### src/hdl/mta_pkg.sv
package mta_pkg;

   localparam int FUNC_W  = 3;
   localparam int INDEX_W = 4;
   localparam int DATA_W  = 32;

   localparam logic [FUNC_W-1:0] FUNC_LOAD_CUR  = 3'd0;
   localparam logic [FUNC_W-1:0] FUNC_LOAD_OPD  = 3'd1;
   localparam logic [FUNC_W-1:0] FUNC_MUL       = 3'd2;
   localparam logic [FUNC_W-1:0] FUNC_TRANSLATE = 3'd3;
   localparam logic [FUNC_W-1:0] FUNC_SCALE     = 3'd4;
   localparam logic [FUNC_W-1:0] FUNC_READ      = 3'd5;

   typedef enum logic [2:0] {
      OP_LOAD_CUR,
      OP_LOAD_OPD,
      OP_MUL,
      OP_TRANSLATE,
      OP_SCALE,
      OP_READ
   } op_type;

   typedef struct packed {
      op_type                     op;
      logic [INDEX_W-1:0]         index;
      logic signed [DATA_W-1:0]   value;
      logic signed [DATA_W-1:0]   vec_x;
      logic signed [DATA_W-1:0]   vec_y;
      logic signed [DATA_W-1:0]   vec_z;
   } cmd_type;

endpackage

### src/hdl/mta_queue.sv
module mta_queue (
   input  logic              clock,
   input  logic              reset,
   input  logic              push,
   input  mta_pkg::cmd_type  push_cmd,
   input  logic              pop,
   output mta_pkg::cmd_type  head_cmd,
   output logic              full,
   output logic              empty
);

   mta_pkg::cmd_type entry_ff [2];
   logic             wr_ptr_ff, wr_ptr_in;
   logic             rd_ptr_ff, rd_ptr_in;
   logic [1:0]       count_ff, count_in;
   logic             do_push, do_pop;

   assign full     = (count_ff == 2'd2);
   assign empty    = (count_ff == 2'd0);
   assign head_cmd = entry_ff[rd_ptr_ff];
   assign do_push  = push && !full;
   assign do_pop   = pop && !empty;

   always_comb begin
      wr_ptr_in = do_push ? !wr_ptr_ff : wr_ptr_ff;
      rd_ptr_in = do_pop ? !rd_ptr_ff : rd_ptr_ff;
      count_in  = count_ff + 2'(do_push) - 2'(do_pop);
   end

   always_ff @(posedge clock) begin
      if (reset) begin
         wr_ptr_ff <= 1'b0;
         rd_ptr_ff <= 1'b0;
         count_ff  <= 2'd0;
      end else begin
         wr_ptr_ff <= wr_ptr_in;
         rd_ptr_ff <= rd_ptr_in;
         count_ff  <= count_in;
      end
   end

   always_ff @(posedge clock) begin
      if (do_push) begin
         entry_ff[wr_ptr_ff] <= push_cmd;
      end
   end

endmodule

### config.mk
export PLATFORM = sky130hd
export DESIGN_NAME = mta_queue
export DESIGN_NICKNAME = d
export VERILOG_FILES = /design/src/hdl/mta_pkg.sv /design/src/hdl/mta_queue.sv
export SDC_FILE = /design/constraint.sdc
export NUM_CORES = 1
export LEC_CHECK = 0
export ABC_AREA = 0
export BUFFER_PORTS_ARGS = -buffer_cell sky130_fd_sc_hd__buf_2
export CORE_ASPECT_RATIO = 1.25
export CORE_MARGIN = 2
export CORE_UTILIZATION = 25
export DETAILED_ROUTE_END_ITERATION = 10
export SKIP_LAST_GASP = 1
export SYNTH_ARGS = -nofsm -noshare
export SYNTH_HDL_FRONTEND = slang
export SYNTH_SLANG_ARGS = --single-unit
### constraint.sdc
create_clock -name clock -period 10.5 [get_ports clock]
set_clock_uncertainty 0.15 [all_clocks]
set_input_delay 2.625 -clock clock [delete_from_list [all_inputs] [get_ports clock]]
set_output_delay 2.625 -clock clock [all_outputs]
set_load 0.01 [all_outputs]
==> metrics.md <==
| Metric | Value |
|---|---|
| Synth warn | `0` |
| Placed Area | `12160 um^2` |
| Multi-input gate area | `1831 um^2` |
| Worst-Skew Late Latency | `0.54 ns` |
| Synth area leader | `edfxtp_1` |
| Syn nets | `588` |
| Pwr/cell area | `246.2 nW/um^2` |
| Pleak | `4.845 nW` |
| Net count, final | `883` |
| Final WL | `20.56 mm` |
| Outcome | `complete, no violations` |
| Setup crit end kind | `primary output` |
| Placeable core area | `40120 um^2` |
| Critical path arrival | `2.84 ns` |
| Max-slew violations | `0` |
| DP Wirelength | `13.33 mm` |
| Drt wl/cell | `15.67 um` |
| Remaining antenna violation count | `0` |
| CP cell instances | `buf_4, mux2_2, buf_2` |
| Dpl cells | `1258` |
| Synthesized flop and latch total | `275` |
| Setup WS pre-CTS | `5.171 ns` |
| RD Place Congestion | `0.6860` |
| Worst Hold Class | `register to register` |
| Sequential area share after synthesis | `0.8073` |
| Family with the most delay on the worst path | `flip-flops` |
| Post-CTS Setup Bufs | `0` |
| Worst endpoint required time | `7.73 ns` |
| Die Span X | `184.4 um` |
| Final instance area | `13040 um^2` |
| Crit-path max FO | `55` |
| Average size of a mapped cell | `22.75 um^2` |
| GRT Util Overall | `0.09353` |
| Fin worst setup slack | `4.887 ns` |
| IO Port Bufs | `275` |
| R2r endpoint | `entry_ff[0][18]` |
| Largest cells by area after synthesis | `edfxtp_1, mux2_2, mux2_4` |
| RSZ-0062 raised after global routing | `no` |
| Clock Path Buffers | `3` |
| Vias per inst | `3.893` |
| Largest net degree at the start of global routing | `73` |
| Initial antenna violation count | `4` |
| Top achievable clock speed | `178.2 MHz` |
| Die Y | `229.5 um` |
| Worst-case reg-to-reg path depth | `5` |
| Fin Setup TNS | `0 ns` |
| Layout area overhead | `28.25%` |
| Congestion Overflow GR | `0` |
| Sink Count | `275` |
| Library cells used by synthesis | `21` |
| Worst VDD drop | `0.1592 mV` |
| First-pass GRT wire length | `30.48 mm` |
| Launching point of the worst reg2reg path | `count_ff[0]` |
| Hold Crit Start | `wr_ptr_ff` |
| Total power | `3.211 mW` |
| Mapped Cells | `447` |
| Crit path time final | `5.613 ns` |
| Count of hold-fix buffers inserted at cts | `0` |
| Post-Synthesis Cell Area | `10170 um^2` |
| FP Rows | `82` |
| Critical path type | `register to primary output` |
| Starting Density | `0.2534` |
| Min-Delay Endpoint | `wr_ptr_ff` |
| Resized Gates After CTS | `0` |
| Max-cap violations | `0` |
| Register area | `8212 um^2` |
| Slowest CP cell | `dfxtp_4` |
| CTS tree | `yes` |
| Initial DRC count | `287` |
| Finished Layout Cells | `1312` |
| Worst path max stage delay | `0.94 ns` |
| Worst setup SP type | `register` |
| Via count | `5108` |
| Worst path bufs/invs | `2` |
| Root buffer cell | `clkbuf_16` |
| Final period util | `0.5345` |
| First-pass iteration count of the detailed router | `4` |
| Residual DRC count | `0` |
| Layout cells sized above 1 | `0.5982` |
| Final setup violation count | `0` |
| Vias in the first global route | `5517` |
| Final core occ | `0.3251` |
| Slew headroom | `0.2842` |
| IO Pins | `276` |
| Die area | `42310 um^2` |
| Worst hold slack | `0.3515 ns` |
| Reg clk slew, reported paths | `0.06 ns` |
| Worst-margin pin slew | `1.074 ns` |
| Yosys top cell area share | `0.7974` |
| Hold Violations, Final | `0` |
| Hold depth | `2` |
| Inserted Clock Buffers | `28` |
| Fillers | `3948` |
| H-tree depth | `1` |
| Flop-to-flop setup slack | `7.45 ns` |
==> cells in the final DEF (no fill, tap or decap), drive strengths merged <==
| master | synthesis | layout |
|---|---|---|
| xor2 | 1 | 1 |
| or3 | 1 | 1 |
| and3 | 1 | 1 |
| xnor2 | 1 | 1 |
| dfxtp | 5 | 5 |
| and2 | 1 | 1 |
| a21oi | 1 | 1 |
| clkbuf | 0 | 41 |
| clkinvlp | 0 | 1 |
| clkinv | 0 | 8 |
| mux2 | 135 | 135 |
| nor2 | 4 | 4 |
| buf | 15 | 280 |
| bufinv | 0 | 1 |
| diode | 0 | 2 |
| o21a | 1 | 1 |
| ha | 2 | 2 |
| inv | 4 | 5 |
| nand2b | 1 | 1 |
| nand2 | 1 | 1 |
| edfxtp | 270 | 270 |
| nor2b | 1 | 1 |
| o21ai | 1 | 1 |
| nor3 | 1 | 1 |
==> state kept, by name, summed over array words and instances (netlist names), named ones only <==
signal     count
count_ff       2
entry_ff     270
rd_ptr_ff      1
wr_ptr_ff      1
==> routing by layer <==
metal / vias to the layer above / GRT usage / wire (um)
li1: 2369 / - / -
met1: 2500 / 0.09691 / 7497
met2: 184 / 0.1642 / 10300
met3: 51 / 0.03753 / 1970
met4: 4 / 0.04275 / 767
met5: - / 0 / 25
==> power by group <==
part | leakage (nW) | switching [mW] | total (mW) | internal [mW]
combinational | 1.86 | 0.399 | 0.789 | 0.390
clock | 0.425 | 0.402 | 0.947 | 0.546
sequential | 2.56 | 0.0729 | 1.47 | 1.40
total | 4.84 | 0.874 | 3.21 | 2.34
==> cell families (layout without fill, tap and decap cells) <==
family,after synthesis,in the layout,share of synthesized area
buffers and inverters,19,336,0.01317
flip-flops,275,275,0.8073
multiplexers,135,135,0.1680
XOR/XNOR,2,2,0.001723
AND/OR/NAND/NOR,11,11,0.005661
other,0,2,0
AO/OA/AOI/OAI,3,3,0.001722
adder cells (fa/ha/maj),2,2,0.002461
==> area by class of cell <==
cell class	count	share of cell area
diodes	2	0.0003838
repair buffers	280	0.1084
well taps	546	0.05239
multi-input cells	153	0.1404
inverters	4	0.001535
clock inverters	11	0.006525
clock buffers	41	0.06064
flip-flops and latches	275	0.6297
==> Yosys cell counts <==
| cell type | n |
|---|---|
| edfxtp_1 | 270 |
| mux2_2 | 85 |
| mux2_4 | 50 |
| buf_2 | 8 |
| buf_6 | 7 |
| dfxtp_1 | 5 |
| inv_1 | 4 |
| nor2_1 | 4 |
| ha_1 | 2 |
| a21oi_1 | 1 |
| and2_1 | 1 |
| and3_1 | 1 |
| nand2_1 | 1 |
| nand2b_2 | 1 |
| nor2b_1 | 1 |
| nor3_1 | 1 |
| o21a_1 | 1 |
| o21ai_0 | 1 |
| or3_1 | 1 |
| xnor2_1 | 1 |
| xor2_1 | 1 |
==> tightest hold or removal path, delay by kind of cell, from the launching register on <==
family | cells | cell delay (ns)
AO/OA/AOI/OAI | 2 | 0.13
flip-flops | 1 | 0.32
==> how the worst max path moves through the flow <==
stage | cells after the start | to | startpoint | slack (ns)
after floorplan | 1 | entry_ff[1][0] | push | 4.06
after global placement | 5 | entry_ff[0][73] | push | 5.20
after detailed placement | 5 | entry_ff[0][73] | push | 5.17
after CTS | 3 | head_cmd[0] | register | 4.74
after global routing | 3 | head_cmd[0] | register | 4.69
final | 3 | head_cmd[0] | register | 4.89
Power figures use the tool's default switching activity.
